--- src/design/ipdt_pkg.sv ---
`timescale 1ns / 1ps

package ipdt_pkg;

    // fixed field widths
    localparam int WORD_W      = 16;
    localparam int HALF_W      = 16;
    localparam int PHASE_LEN_W = 24;
    localparam int CFG_IDX_W   = 3;
    localparam int CFG_DATA_W  = 24;

    // default sizing of the frame engine
    localparam int WORD_BITS_DEF  = 16;
    localparam int TIMER_BITS_DEF = 24;

    // configuration register indexes
    localparam logic [CFG_IDX_W-1:0] CFG_CARRIER_HALF_PERIOD = 3'd0;
    localparam logic [CFG_IDX_W-1:0] CFG_START_MARK_TICKS    = 3'd1;
    localparam logic [CFG_IDX_W-1:0] CFG_START_SPACE_TICKS   = 3'd2;
    localparam logic [CFG_IDX_W-1:0] CFG_LONG_MARK_TICKS     = 3'd3;
    localparam logic [CFG_IDX_W-1:0] CFG_SHORT_TICKS         = 3'd4;

    // register reset values
    localparam logic [HALF_W-1:0]      RST_CARRIER_HALF_PERIOD = 16'd13;
    localparam logic [PHASE_LEN_W-1:0] RST_START_MARK_TICKS    = 24'd2400;
    localparam logic [PHASE_LEN_W-1:0] RST_START_SPACE_TICKS   = 24'd600000;
    localparam logic [PHASE_LEN_W-1:0] RST_LONG_MARK_TICKS     = 24'd1200;
    localparam logic [PHASE_LEN_W-1:0] RST_SHORT_TICKS         = 24'd600;

    typedef struct packed {
        logic [HALF_W-1:0]      carrier_half_period;
        logic [PHASE_LEN_W-1:0] start_mark_ticks;
        logic [PHASE_LEN_W-1:0] start_space_ticks;
        logic [PHASE_LEN_W-1:0] long_mark_ticks;
        logic [PHASE_LEN_W-1:0] short_ticks;
    } t_cfg;

    typedef struct packed {
        logic ir_level;
        logic mark_active;
        logic busy_res;
        logic send_rejected;
    } t_result;

endpackage

--- src/design/ipdt_cfg_regs.sv ---
`timescale 1ns / 1ps

module ipdt_cfg_regs import ipdt_pkg::*; (
    input  logic                  i_clk,
    input  logic                  i_rst_n,
    input  logic                  i_cfg_valid,
    output logic                  o_cfg_ready,
    input  logic [CFG_IDX_W-1:0]  i_cfg_index,
    input  logic [CFG_DATA_W-1:0] i_cfg_data,
    output t_cfg                  o_cfg
);

    t_cfg r_cfg;

    assign o_cfg_ready = 1'b1;
    assign o_cfg       = r_cfg;

    always_ff @(posedge i_clk) begin
        if (!i_rst_n) begin
            r_cfg.carrier_half_period <= RST_CARRIER_HALF_PERIOD;
            r_cfg.start_mark_ticks    <= RST_START_MARK_TICKS;
            r_cfg.start_space_ticks   <= RST_START_SPACE_TICKS;
            r_cfg.long_mark_ticks     <= RST_LONG_MARK_TICKS;
            r_cfg.short_ticks         <= RST_SHORT_TICKS;
        end else if (i_cfg_valid) begin
            case (i_cfg_index)
                CFG_CARRIER_HALF_PERIOD: begin
                    r_cfg.carrier_half_period <= i_cfg_data[HALF_W-1:0];
                end
                CFG_START_MARK_TICKS: begin
                    r_cfg.start_mark_ticks <= i_cfg_data[PHASE_LEN_W-1:0];
                end
                CFG_START_SPACE_TICKS: begin
                    r_cfg.start_space_ticks <= i_cfg_data[PHASE_LEN_W-1:0];
                end
                CFG_LONG_MARK_TICKS: begin
                    r_cfg.long_mark_ticks <= i_cfg_data[PHASE_LEN_W-1:0];
                end
                CFG_SHORT_TICKS: begin
                    r_cfg.short_ticks <= i_cfg_data[PHASE_LEN_W-1:0];
                end
                default: begin
                end
            endcase
        end
    end

endmodule

--- src/design/ipdt_seq.sv ---
`timescale 1ns / 1ps

module ipdt_seq import ipdt_pkg::*; #(
    parameter int WORD_BITS  = WORD_BITS_DEF,
    parameter int TIMER_BITS = TIMER_BITS_DEF
) (
    input  logic              i_clk,
    input  logic              i_rst_n,
    input  logic              i_take,
    input  logic              i_command,
    input  logic [WORD_W-1:0] i_word,
    input  t_cfg              i_cfg,
    output t_result           o_result
);

    localparam int BI_W = $clog2(WORD_BITS + 1);

    typedef enum logic [4:0] {
        PH_IDLE        = 5'b00001,
        PH_START_MARK  = 5'b00010,
        PH_START_SPACE = 5'b00100,
        PH_BIT_MARK    = 5'b01000,
        PH_BIT_SPACE   = 5'b10000
    } t_phase;

    t_phase                r_phase,         n_phase;
    logic [TIMER_BITS-1:0] r_phase_timer,   n_phase_timer;
    logic [BI_W-1:0]       r_bit_index,     n_bit_index;
    logic [WORD_BITS-1:0]  r_shift_word,    n_shift_word;
    logic [HALF_W-1:0]     r_carrier_timer, n_carrier_timer;
    logic                  r_carrier_level, n_carrier_level;

    logic [HALF_W-1:0]      half;
    logic [HALF_W-1:0]      ct_inc;
    logic [PHASE_LEN_W-1:0] len_raw;
    logic [TIMER_BITS-1:0]  len_cut;
    logic [TIMER_BITS-1:0]  len;
    logic [TIMER_BITS-1:0]  pt_inc;
    logic [BI_W-1:0]        bi_inc;
    logic                   rejected;
    logic                   mark;

    // a zero half period toggles every tick
    assign half   = (i_cfg.carrier_half_period == '0) ? HALF_W'(1) : i_cfg.carrier_half_period;
    assign ct_inc = r_carrier_timer + HALF_W'(1);
    assign pt_inc = r_phase_timer + TIMER_BITS'(1);
    assign bi_inc = r_bit_index + BI_W'(1);

    // length of the current phase, zero counts as one tick
    always_comb begin
        case (r_phase)
            PH_START_MARK:  len_raw = i_cfg.start_mark_ticks;
            PH_START_SPACE: len_raw = i_cfg.start_space_ticks;
            PH_BIT_MARK:    len_raw = r_shift_word[0] ? i_cfg.long_mark_ticks
                                                      : i_cfg.short_ticks;
            PH_BIT_SPACE:   len_raw = i_cfg.short_ticks;
            default:        len_raw = PHASE_LEN_W'(1);
        endcase
    end

    assign len_cut = TIMER_BITS'(len_raw);
    assign len     = (len_cut == '0) ? TIMER_BITS'(1) : len_cut;

    always_comb begin
        n_phase         = r_phase;
        n_phase_timer   = r_phase_timer;
        n_bit_index     = r_bit_index;
        n_shift_word    = r_shift_word;
        n_carrier_timer = r_carrier_timer;
        n_carrier_level = r_carrier_level;
        rejected        = 1'b0;
        if (i_take) begin
            if (i_command) begin
                if (r_phase == PH_IDLE) begin
                    n_shift_word  = WORD_BITS'(i_word);
                    n_phase       = PH_START_MARK;
                    n_phase_timer = '0;
                    n_bit_index   = '0;
                end else begin
                    rejected = 1'b1;
                end
            end else begin
                // free-running carrier
                if (ct_inc >= half) begin
                    n_carrier_timer = '0;
                    n_carrier_level = ~r_carrier_level;
                end else begin
                    n_carrier_timer = ct_inc;
                end
                if (r_phase != PH_IDLE) begin
                    if (pt_inc < len) begin
                        n_phase_timer = pt_inc;
                    end else begin
                        n_phase_timer = '0;
                        case (r_phase)
                            PH_START_MARK: begin
                                n_phase = PH_START_SPACE;
                            end
                            PH_START_SPACE: begin
                                n_phase     = PH_BIT_MARK;
                                n_bit_index = '0;
                            end
                            PH_BIT_MARK: begin
                                n_phase = PH_BIT_SPACE;
                            end
                            PH_BIT_SPACE: begin
                                n_shift_word = r_shift_word >> 1;
                                n_bit_index  = bi_inc;
                                n_phase      = (bi_inc >= BI_W'(WORD_BITS)) ? PH_IDLE
                                                                            : PH_BIT_MARK;
                            end
                            default: begin
                                n_phase = PH_IDLE;
                            end
                        endcase
                    end
                end
            end
        end
    end

    // result reflects the state after this request
    assign mark                   = (n_phase == PH_START_MARK) || (n_phase == PH_BIT_MARK);
    assign o_result.ir_level      = mark & n_carrier_level;
    assign o_result.mark_active   = mark;
    assign o_result.busy_res      = (n_phase != PH_IDLE);
    assign o_result.send_rejected = rejected;

    always_ff @(posedge i_clk) begin
        if (!i_rst_n) begin
            r_phase         <= PH_IDLE;
            r_phase_timer   <= '0;
            r_bit_index     <= '0;
            r_shift_word    <= '0;
            r_carrier_timer <= '0;
            r_carrier_level <= 1'b0;
        end else begin
            r_phase         <= n_phase;
            r_phase_timer   <= n_phase_timer;
            r_bit_index     <= n_bit_index;
            r_shift_word    <= n_shift_word;
            r_carrier_timer <= n_carrier_timer;
            r_carrier_level <= n_carrier_level;
        end
    end

endmodule

--- src/design/ipdt_out_skid.sv ---
`timescale 1ns / 1ps

module ipdt_out_skid import ipdt_pkg::*; (
    input  logic    i_clk,
    input  logic    i_rst_n,
    input  logic    i_valid,
    input  t_result i_data,
    output logic    o_stall,
    output logic    o_valid,
    output t_result o_data,
    input  logic    i_stall
);

    logic    r_main_valid;
    logic    r_skid_valid;
    t_result r_main;
    t_result r_skid;

    assign o_stall = r_skid_valid;
    assign o_valid = r_main_valid;
    assign o_data  = r_main;

    always_ff @(posedge i_clk) begin
        if (!i_rst_n) begin
            r_main_valid <= 1'b0;
            r_skid_valid <= 1'b0;
        end else if (!r_main_valid || !i_stall) begin
            if (r_skid_valid) begin
                r_main_valid <= 1'b1;
                r_skid_valid <= 1'b0;
            end else begin
                r_main_valid <= i_valid;
            end
        end else if (i_valid) begin
            r_skid_valid <= 1'b1;
        end
    end

    always_ff @(posedge i_clk) begin
        if (!r_main_valid || !i_stall) begin
            r_main <= r_skid_valid ? r_skid : i_data;
        end else if (i_valid) begin
            r_skid <= i_data;
        end
    end

endmodule

--- src/design/ir_pulse_distance_transmitter.sv ---
`timescale 1ns / 1ps

// ir remote transmitter, pulse-distance style frames
// input channel (i_in_valid / o_in_stall): one request per tick or send;
//   i_command 0 advances time by one tick, 1 starts sending i_word
//   (ignored and flagged in o_send_rejected while a frame is running)
// output channel (o_out_valid / i_out_stall): exactly one result per request,
//   carrying pin level, mark envelope, busy and reject flags after the request
// config channel (i_cfg_valid / o_cfg_ready): register index plus data,
//   always ready; write only while idle; indexes above 4 are dropped
// each result is registered in the result register, or in the skid register while the receiver stalls
// throughput: one request per cycle while o_in_stall is low, set by the state update
//   between the frame state registers and the result register
// when the receiver stalls, the pending result holds and one more request
//   is taken into a skid register; o_in_stall then rises until it drains
// reset (synchronous, active low): idle, timers cleared, carrier low,
//   registers back to their defaults, no result pending

module ir_pulse_distance_transmitter import ipdt_pkg::*; #(
    parameter int WORD_BITS  = WORD_BITS_DEF,
    parameter int TIMER_BITS = TIMER_BITS_DEF
) (
    input  logic                  i_clk,
    input  logic                  i_rst_n,
    // request channel
    input  logic                  i_in_valid,
    output logic                  o_in_stall,
    input  logic                  i_command,
    input  logic [WORD_W-1:0]     i_word,
    // result channel
    output logic                  o_out_valid,
    input  logic                  i_out_stall,
    output logic                  o_ir_level,
    output logic                  o_mark_active,
    output logic                  o_busy_res,
    output logic                  o_send_rejected,
    // config write channel
    input  logic                  i_cfg_valid,
    output logic                  o_cfg_ready,
    input  logic [CFG_IDX_W-1:0]  i_cfg_index,
    input  logic [CFG_DATA_W-1:0] i_cfg_data
);

    t_cfg    cfg;
    t_result seq_result;
    t_result out_result;
    logic    take;

    // request taken whenever the skid slot is free
    assign take = i_in_valid & ~o_in_stall;

    ipdt_cfg_regs u_cfg_regs (
        .i_clk       (i_clk),
        .i_rst_n     (i_rst_n),
        .i_cfg_valid (i_cfg_valid),
        .o_cfg_ready (o_cfg_ready),
        .i_cfg_index (i_cfg_index),
        .i_cfg_data  (i_cfg_data),
        .o_cfg       (cfg)
    );

    // frame sequencer and carrier, one request per cycle while the skid slot is free
    ipdt_seq #(
        .WORD_BITS  (WORD_BITS),
        .TIMER_BITS (TIMER_BITS)
    ) u_seq (
        .i_clk     (i_clk),
        .i_rst_n   (i_rst_n),
        .i_take    (take),
        .i_command (i_command),
        .i_word    (i_word),
        .i_cfg     (cfg),
        .o_result  (seq_result)
    );

    // result register with skid slot
    ipdt_out_skid u_out_skid (
        .i_clk   (i_clk),
        .i_rst_n (i_rst_n),
        .i_valid (take),
        .i_data  (seq_result),
        .o_stall (o_in_stall),
        .o_valid (o_out_valid),
        .o_data  (out_result),
        .i_stall (i_out_stall)
    );

    assign o_ir_level      = out_result.ir_level;
    assign o_mark_active   = out_result.mark_active;
    assign o_busy_res      = out_result.busy_res;
    assign o_send_rejected = out_result.send_rejected;

endmodule

--- config.mk ---
export PLATFORM = sky130hd
export DESIGN_NAME = ir_pulse_distance_transmitter
export DESIGN_NICKNAME = d
export VERILOG_FILES = /design/src/design/ipdt_pkg.sv /design/src/design/ipdt_cfg_regs.sv /design/src/design/ipdt_seq.sv /design/src/design/ipdt_out_skid.sv /design/src/design/ir_pulse_distance_transmitter.sv
export SDC_FILE = /design/constraint.sdc
export NUM_CORES = 1
export LEC_CHECK = 0
export BUFFER_PORTS_ARGS = -buffer_cell sky130_fd_sc_hd__buf_2
export CORE_ASPECT_RATIO = 0.9
export CORE_UTILIZATION = 28
export DETAILED_ROUTE_END_ITERATION = 16
export PLACE_DENSITY_LB_ADDON = 0.25
export SYNTH_ARGS = -nofsm -noshare
export SYNTH_HDL_FRONTEND = slang
export SYNTH_SLANG_ARGS = --single-unit
--- constraint.sdc ---
create_clock -name i_clk -period 4.1 [get_ports i_clk]
set_clock_uncertainty 0.1 [all_clocks]
set_input_delay 0.205 -clock i_clk [delete_from_list [all_inputs] [get_ports i_clk]]
set_output_delay 0.205 -clock i_clk [all_outputs]
set_load 0.02 [all_outputs]
==> results.sh, run 1 <==
export IMPL_outcome="finished with violations"
export IMPL_violations="DRC"
export IMPL_period_share_pct=99.3
export IMPL_avgSynthCellArea_um2=7.65
export IMPL_ios=56
export IMPL_min_path_type="in2reg"
export IMPL_power_density_mw_per_mm2=319
export IMPL_initial_utilization_pct=28.8
export IMPL_syn_to_final_growth_pct=23.9
export IMPL_drv_cap=0
export IMPL_core_region_area_mm2=0.0366
export IMPL_cp_start_kind="flop"
export IMPL_max_freq_mhz=246
export IMPL_slew_headroom_pct=16.7
export IMPL_clkSinkCount=189
export IMPL_clock_root_buffer="clkbuf_16"
export IMPL_grt_max_degree=119
export IMPL_layout_commonest_cell="nand2_1"
export IMPL_drv_slew=0
export IMPL_layout_min_cycle_time_ns=4.07
export IMPL_routabilityCongestion=0.835
export IMPL_grt_pass1_vias=9759
export IMPL_n_antenna_cell=0
export IMPL_fillers=3801
export IMPL_die_x_um=206
export IMPL_cp_max_fo=4
export IMPL_tns_ns=0
export IMPL_portBuffers=54
export IMPL_layout_common_cells="nand2_1 (318), dfxtp_1 (170), a21oi_1 (155)"
export IMPL_htreeDepth=4
export IMPL_tightest_slew_ns=1.25
export IMPL_grt_antenna_before_repair=0
export IMPL_ir_drop_mv=0.267
export IMPL_cts_tree="done"
export IMPL_first_pass_iters=11
export IMPL_numCtsBuffers=17
export IMPL_cts_buffer_depth=2
export IMPL_finalNetCount=1570
export IMPL_async_reset_ff_share_pct=0
export IMPL_power_mw=4.15
export IMPL_required_ns=4.19
export IMPL_finalHoldViolCount=0
export IMPL_clkLatencyLatePin_ns=0.45
export IMPL_crit_type="reg2reg"
export IMPL_syn_inst=1374
export IMPL_die_area_mm2=0.0383
export IMPL_totalWireLength_mm=34.1
export IMPL_core_rowCount=66
export IMPL_ys_flop_type="dfxtp_1"
export IMPL_synthesis_area_mm2=0.0105
export IMPL_gr_total_overflow=0
export IMPL_wl_per_cell_um=17.4
export IMPL_fp_dieH_um=186
export IMPL_drtIter0Drc=842
export IMPL_place_hpwl_mm=22.4
export IMPL_vias=10200
export IMPL_drc_errors=6
export IMPL_worstPathArrival_ns=4.16
export IMPL_ys_seq_area_share_pct=36.7
export IMPL_leakage_nw=5.09
export IMPL_ys_types=71
export IMPL_track_usage_pct=17.9
export IMPL_ant_nets=0
export IMPL_hold_ws_ns=0.00648
export IMPL_rsz0062_at_grt="yes"
export IMPL_setup_viol=0
export IMPL_syn_nets=1467
export IMPL_viasPerCell=5.21
export IMPL_clk_pin_slew_ns=0.08
export IMPL_end_kind="flop"
export IMPL_grt_pass1_wl_mm=53.7
export IMPL_synth_edf_count=8
export IMPL_drive_above_1_share_pct=17.7
export IMPL_yosys_warnings=0
export IMPL_yosys_register_bits=189
export IMPL_final_core_util_pct=35.6
## cell usage after synthesis, types with 4 or more instances
cell type	number	area, um^2
nor2_1	27	101
nand3b_1	16	120
nor2b_1	6	37.5
buf_1	6	22.5
and2_1	7	43.8
buf_4	4	30.0
clkbuf_1	70	263
nand3_1	152	761
nor4_1	25	156
mux2i_1	4	40.0
o21a_1	4	30.0
o211ai_1	7	52.6
o31ai_1	4	30.0
a32o_1	5	50.1
nand4_1	18	113
o21ai_0	29	145
a211oi_1	14	105
a31oi_1	4	25.0
mux2_4	4	60.1
nand2b_1	6	37.5
nor3_1	19	95.1
a21oi_1	159	796
xnor2_1	14	123
a21o_1	18	135
nand2_1	318	1190
edfxtp_1	8	240
and4_1	20	175
xor2_1	24	210
dfxtp_1	181	3620
buf_2	17	85.1
ha_1	44	551
and3_1	30	188
inv_1	31	116
o31a_1	15	131
mux2_2	15	169
## report_power, final
part	switching, mW	leakage (nW)	internal, mW	total (mW)
clock	0.827	0.282	0.878	1.71
sequential	0.0300	1.55	1.89	1.92
combinational	0.322	3.25	0.201	0.523
## routing by layer
layer | global-route usage (%) | share of wire [%] | vias to the layer above
met5 | 0 | 0 | -
met4 | 4.59 | 1.5 | 0
met3 | 2.80 | 4.4 | 24
met2 | 29.8 | 47 | 242
met1 | 23.9 | 47 | 4909
li1 | - | - | 5066
## critical path, stage by stage (launching register included)
cell,delay [ns]
dfxtp_2,0.33
and3_4,0.18
nand4_1,0.19
buf_4,0.22
nor2_4,0.08
and3_4,0.18
and3_4,0.20
nand3_4,0.09
xnor2_2,0.15
ha_1,0.30
and3_4,0.19
nand4_1,0.17
a2111o_1,0.50
a21oi_4,0.19
o21a_1,0.17
nor3b_4,0.06
a221oi_2,0.24
buf_4,0.18
o31ai_2,0.06
## layout make-up
type | instances | area [um^2] | share of cell area [%]
Multi-Input combinational cell | 1054 | 6390 | 49.0
Sequential cell | 189 | 3880 | 29.8
Timing Repair Buffer | 183 | 1450 | 11.2
Tap cell | 476 | 596 | 4.57
Clock buffer | 18 | 439 | 3.37
Clock inverter | 14 | 151 | 1.16
Inverter | 32 | 123 | 0.941
## state kept, by name, indices dropped and copies added, names as in the netlist, 4 cells and up
name and cells:
u_seq.r_phase 5, u_seq.r_bit_index 5, u_seq.r_shift_word 16, u_seq.r_carrier_timer 16, u_seq.r_phase_timer 24, u_cfg_regs.o_cfg 112, u_out_skid.o_data 4, u_out_skid.r_skid 4
## stage by stage
stage	cells	cell area (um^2)	setup slack [ns]
floorplan	1374	10500	0.0261
global placement	1876	11600	-0.0277
detailed placement	1876	11600	0.0181
CTS	1942	12500	0.0372
global route	1966	13000	-0.190
finish	1966	13000	0.0301
## kinds of logic after synthesis
group,count (synthesis),synth area share [%]
buffers and inverters,131,5.16
flip-flops,189,36.7
XOR/XNOR,38,3.16
other,1,0.0357
multiplexers,23,2.56
AO/OA/AOI/OAI,283,16.6
AND/OR/NAND/NOR,665,30.5
adder cells (fa/ha/maj),44,5.23
## path summary, 6_finish.rpt
path / from / cells past startpoint / end / slack, ns
setup reg to reg: u_seq.r_phase_timer[5]$_SDFFE_PN0P_ / 18 / u_out_skid.o_data[2]$_DFFE_PP_ / 0.03
setup / recovery: u_seq.r_phase_timer[5]$_SDFFE_PN0P_ / 18 / u_out_skid.o_data[2]$_DFFE_PP_ / 0.03
hold / removal: i_word[14] / 4 / u_seq.r_shift_word[14]$_SDFFE_PN0P_ / 0.006
hold reg to reg: u_cfg_regs.o_cfg[69]$_SDFFE_PN0P_ / 2 / u_cfg_regs.o_cfg[69]$_SDFFE_PN0P_ / 0.35
## timing repair
item,4_1_cts,5_1_grt
hold buffers,34,0
gates cloned,0,3
pin swaps,1,24
hold endpoints to repair,118,0
resized for setup,2,72
setup endpoints to repair,2,67
buffers inserted,0,21
(Power assumes the default switching activity.)
==> run 2: changes to the inputs <==
- CAP_MARGIN: default -> 20
- RECOVER_POWER: default -> 100
- SKIP_LAST_GASP: default -> 1
==> results.sh, run 2 (synthesis gave the netlist of run 1 again) <==
export IMPL_n_antenna_cell=0
export IMPL_routabilityCongestion=0.835
export IMPL_largest_reg_flops=112
export IMPL_clk_pin_slew_ns=0.07
export IMPL_placed_cells=1877
export IMPL_finalHoldViolCount=0
export IMPL_initial_utilization_pct=28.8
export IMPL_layout_min_cycle_time_ns=4.05
export IMPL_layout_cells_non_filler=1968
export IMPL_crit_chain="and3_4 -> nand3_4 -> nor3_2 -> and4_1 -> buf_4 -> buf_4 -> nand3_1 -> xnor2_1 -> ha_1 -> and3_4 -> nand4_1 -> a2111o_1 -> a21oi_2 -> buf_4 -> o21a_1 -> nor3b_4 -> a221oi_2 -> buf_4 -> o41ai_4"
export IMPL_viasPerCell=5.16
export IMPL_cts_buffer_depth=2
export IMPL_cp_start_kind="flop"
export IMPL_fin_area_mm2=0.0129
export IMPL_clock_root_buffer="clkbuf_16"
export IMPL_die_x_um=206
export IMPL_drc_errors=6
export IMPL_drive_above_1_share_pct=16.5
export IMPL_gr_total_overflow=0
export IMPL_critical_path_buf_inv_count=4
export IMPL_required_ns=4.19
export IMPL_layout_setup_ws_ns=0.0472
export IMPL_portBuffers=54
export IMPL_rsz0062_at_grt="yes"
export IMPL_min_delay_start="i_word[1]"
export IMPL_end_kind="flop"
export IMPL_track_usage_pct=17.9
export IMPL_die_area_mm2=0.0383
export IMPL_htreeDepth=4
export IMPL_worstPathArrival_ns=4.15
export IMPL_tns_ns=0
export IMPL_setup_viol=0
export IMPL_clkSinkCount=189
export IMPL_rr_startpoint="u_seq.r_phase_timer[0]$_SDFFE_PN0P_"
export IMPL_outcome="finished with violations"
export IMPL_drv_slew=144
export IMPL_multi_input_area_mm2=0.00637
export IMPL_clkLatencyLatePin_ns=0.46
export IMPL_totalWireLength_mm=33.9
export IMPL_slew_headroom_pct=-85.5
export IMPL_wl_per_cell_um=17.2
export IMPL_fillers=3821
export IMPL_ios=56
export IMPL_slowest_stage="a2111o_1"
export IMPL_syn_to_final_growth_pct=23.1
export IMPL_period_share_pct=98.8
export IMPL_cp_max_fo=4
export IMPL_core_rowCount=66
export IMPL_cp_startpoint="u_seq.r_phase_timer[0]$_SDFFE_PN0P_"
export IMPL_ir_drop_mv=0.302
export IMPL_place_hpwl_mm=22.5
export IMPL_grt_pass1_wl_mm=53.6
export IMPL_core_region_area_mm2=0.0366
export IMPL_ant_nets=0
export IMPL_pre_cts_slack_ns=-0.0437
export IMPL_layout_common_cells="nand2_1 (317), dfxtp_1 (170), a21oi_1 (156)"
export IMPL_tightest_slew_ns=2.78
export IMPL_leakage_nw=5.00
export IMPL_violations="DRC, capacitance limit, slew limit"
export IMPL_cts_tree="done"
export IMPL_numCtsBuffers=17
export IMPL_max_freq_mhz=247
export IMPL_ff_latch_area_mm2=0.00388
export IMPL_finalNetCount=1572
export IMPL_dpl_cell_area_mm2=0.0116
export IMPL_slowest_delay_ns=0.46
export IMPL_grt_antenna_before_repair=0
export IMPL_critPathTopFamily="simple AND/OR/NAND/NOR gates"
export IMPL_crit_type="reg2reg"
export IMPL_grt_pass1_vias=9821
export IMPL_grt_max_degree=119
export IMPL_crit_top_cell="buf_4"
export IMPL_drv_cap=2
export IMPL_min_path_type="in2reg"
export IMPL_drtIter0Drc=817
export IMPL_power_density_mw_per_mm2=316
export IMPL_hold_ws_ns=0.0160
export IMPL_layout_commonest_cell="nand2_1"
export IMPL_first_pass_iters=11
export IMPL_vias=10200
export IMPL_fp_dieH_um=186
## run 2: changes by cell type in the layout (fill, tap and decap cells not counted), moves of 2 or more
cell / previous run / this run
clkbuf_1: 0 / 13
buf_2: 56 / 46
buf_6: 6 / 2
dlygate4sd3_1: 34 / 38
buf_12: 9 / 6
inv_6: 3 / 0
inv_8: 3 / 5
nand3_2: 2 / 0
nand3_4: 2 / 4
nor2_2: 3 / 1
nor2b_2: 0 / 2
nor3b_2: 0 / 2
## run 2: through the flow
step	power, mW	utilization [%]
finish	4.09	35.4
global route	4.25	35.4
CTS	4.11	34.4
detailed placement	2.42	31.8
global placement	2.42	31.7
floorplan	2.24	-
## run 2: layer usage
metal / wire length, um / share of wire, % / GRT usage [%] / vias up
li1: - / - / - / 5068
met3: 1280 / 3.8 / 2.89 / 40
met5: 0 / 0 / 0 / -
met2: 15400 / 46 / 29.0 / 212
met1: 16400 / 48 / 24.0 / 4839
met4: 722 / 2.1 / 6.38 / 0
## run 2: final cells by class
cell class / instances / share of cell area, %
well taps: 476 / 4.60
repair buffers: 184 / 10.8
clock buffers: 19 / 3.42
flip-flops and latches: 189 / 30.0
inverters: 32 / 0.937
multi-input cells: 1055 / 49.2
clock inverters: 13 / 0.995
## run 2: worst reg2reg max path, delay by kind of cell, from the launching register on
family,cells,cell delay (ns)
simple gates,8,1.24
compound gates,5,1.11
buf+inv,4,0.53
flops,1,0.37
fa+ha+maj,1,0.28
xor+xnor,1,0.16
## run 2: power by group
part | internal, mW | switching (mW) | leakage, nW
clock | 0.820 | 0.835 | 0.268
combinational | 0.190 | 0.318 | 3.18
sequential | 1.89 | 0.0296 | 1.55
total | 2.90 | 1.18 | 5.00
## run 2: timing repair
action,4_1_cts,5_1_grt
endpoints found under the hold margin,125,0
hold buffers,38,0
gates resized for setup,2,65
gates cloned,0,2
endpoints found under the setup margin,3,67
pin swaps,1,19
setup buffers,0,16
## run 2: worst paths after layout
kind | slack (ns) | cells past startpoint | end
hold reg to reg | 0.35 | 2 | u_cfg_regs.o_cfg[69]$_SDFFE_PN0P_
setup reg to reg | 0.05 | 19 | u_out_skid.o_data[3]$_DFFE_PP_
setup / recovery | 0.05 | 19 | u_out_skid.o_data[3]$_DFFE_PP_
hold / removal | 0.02 | 4 | u_seq.r_shift_word[1]$_SDFFE_PN0P_
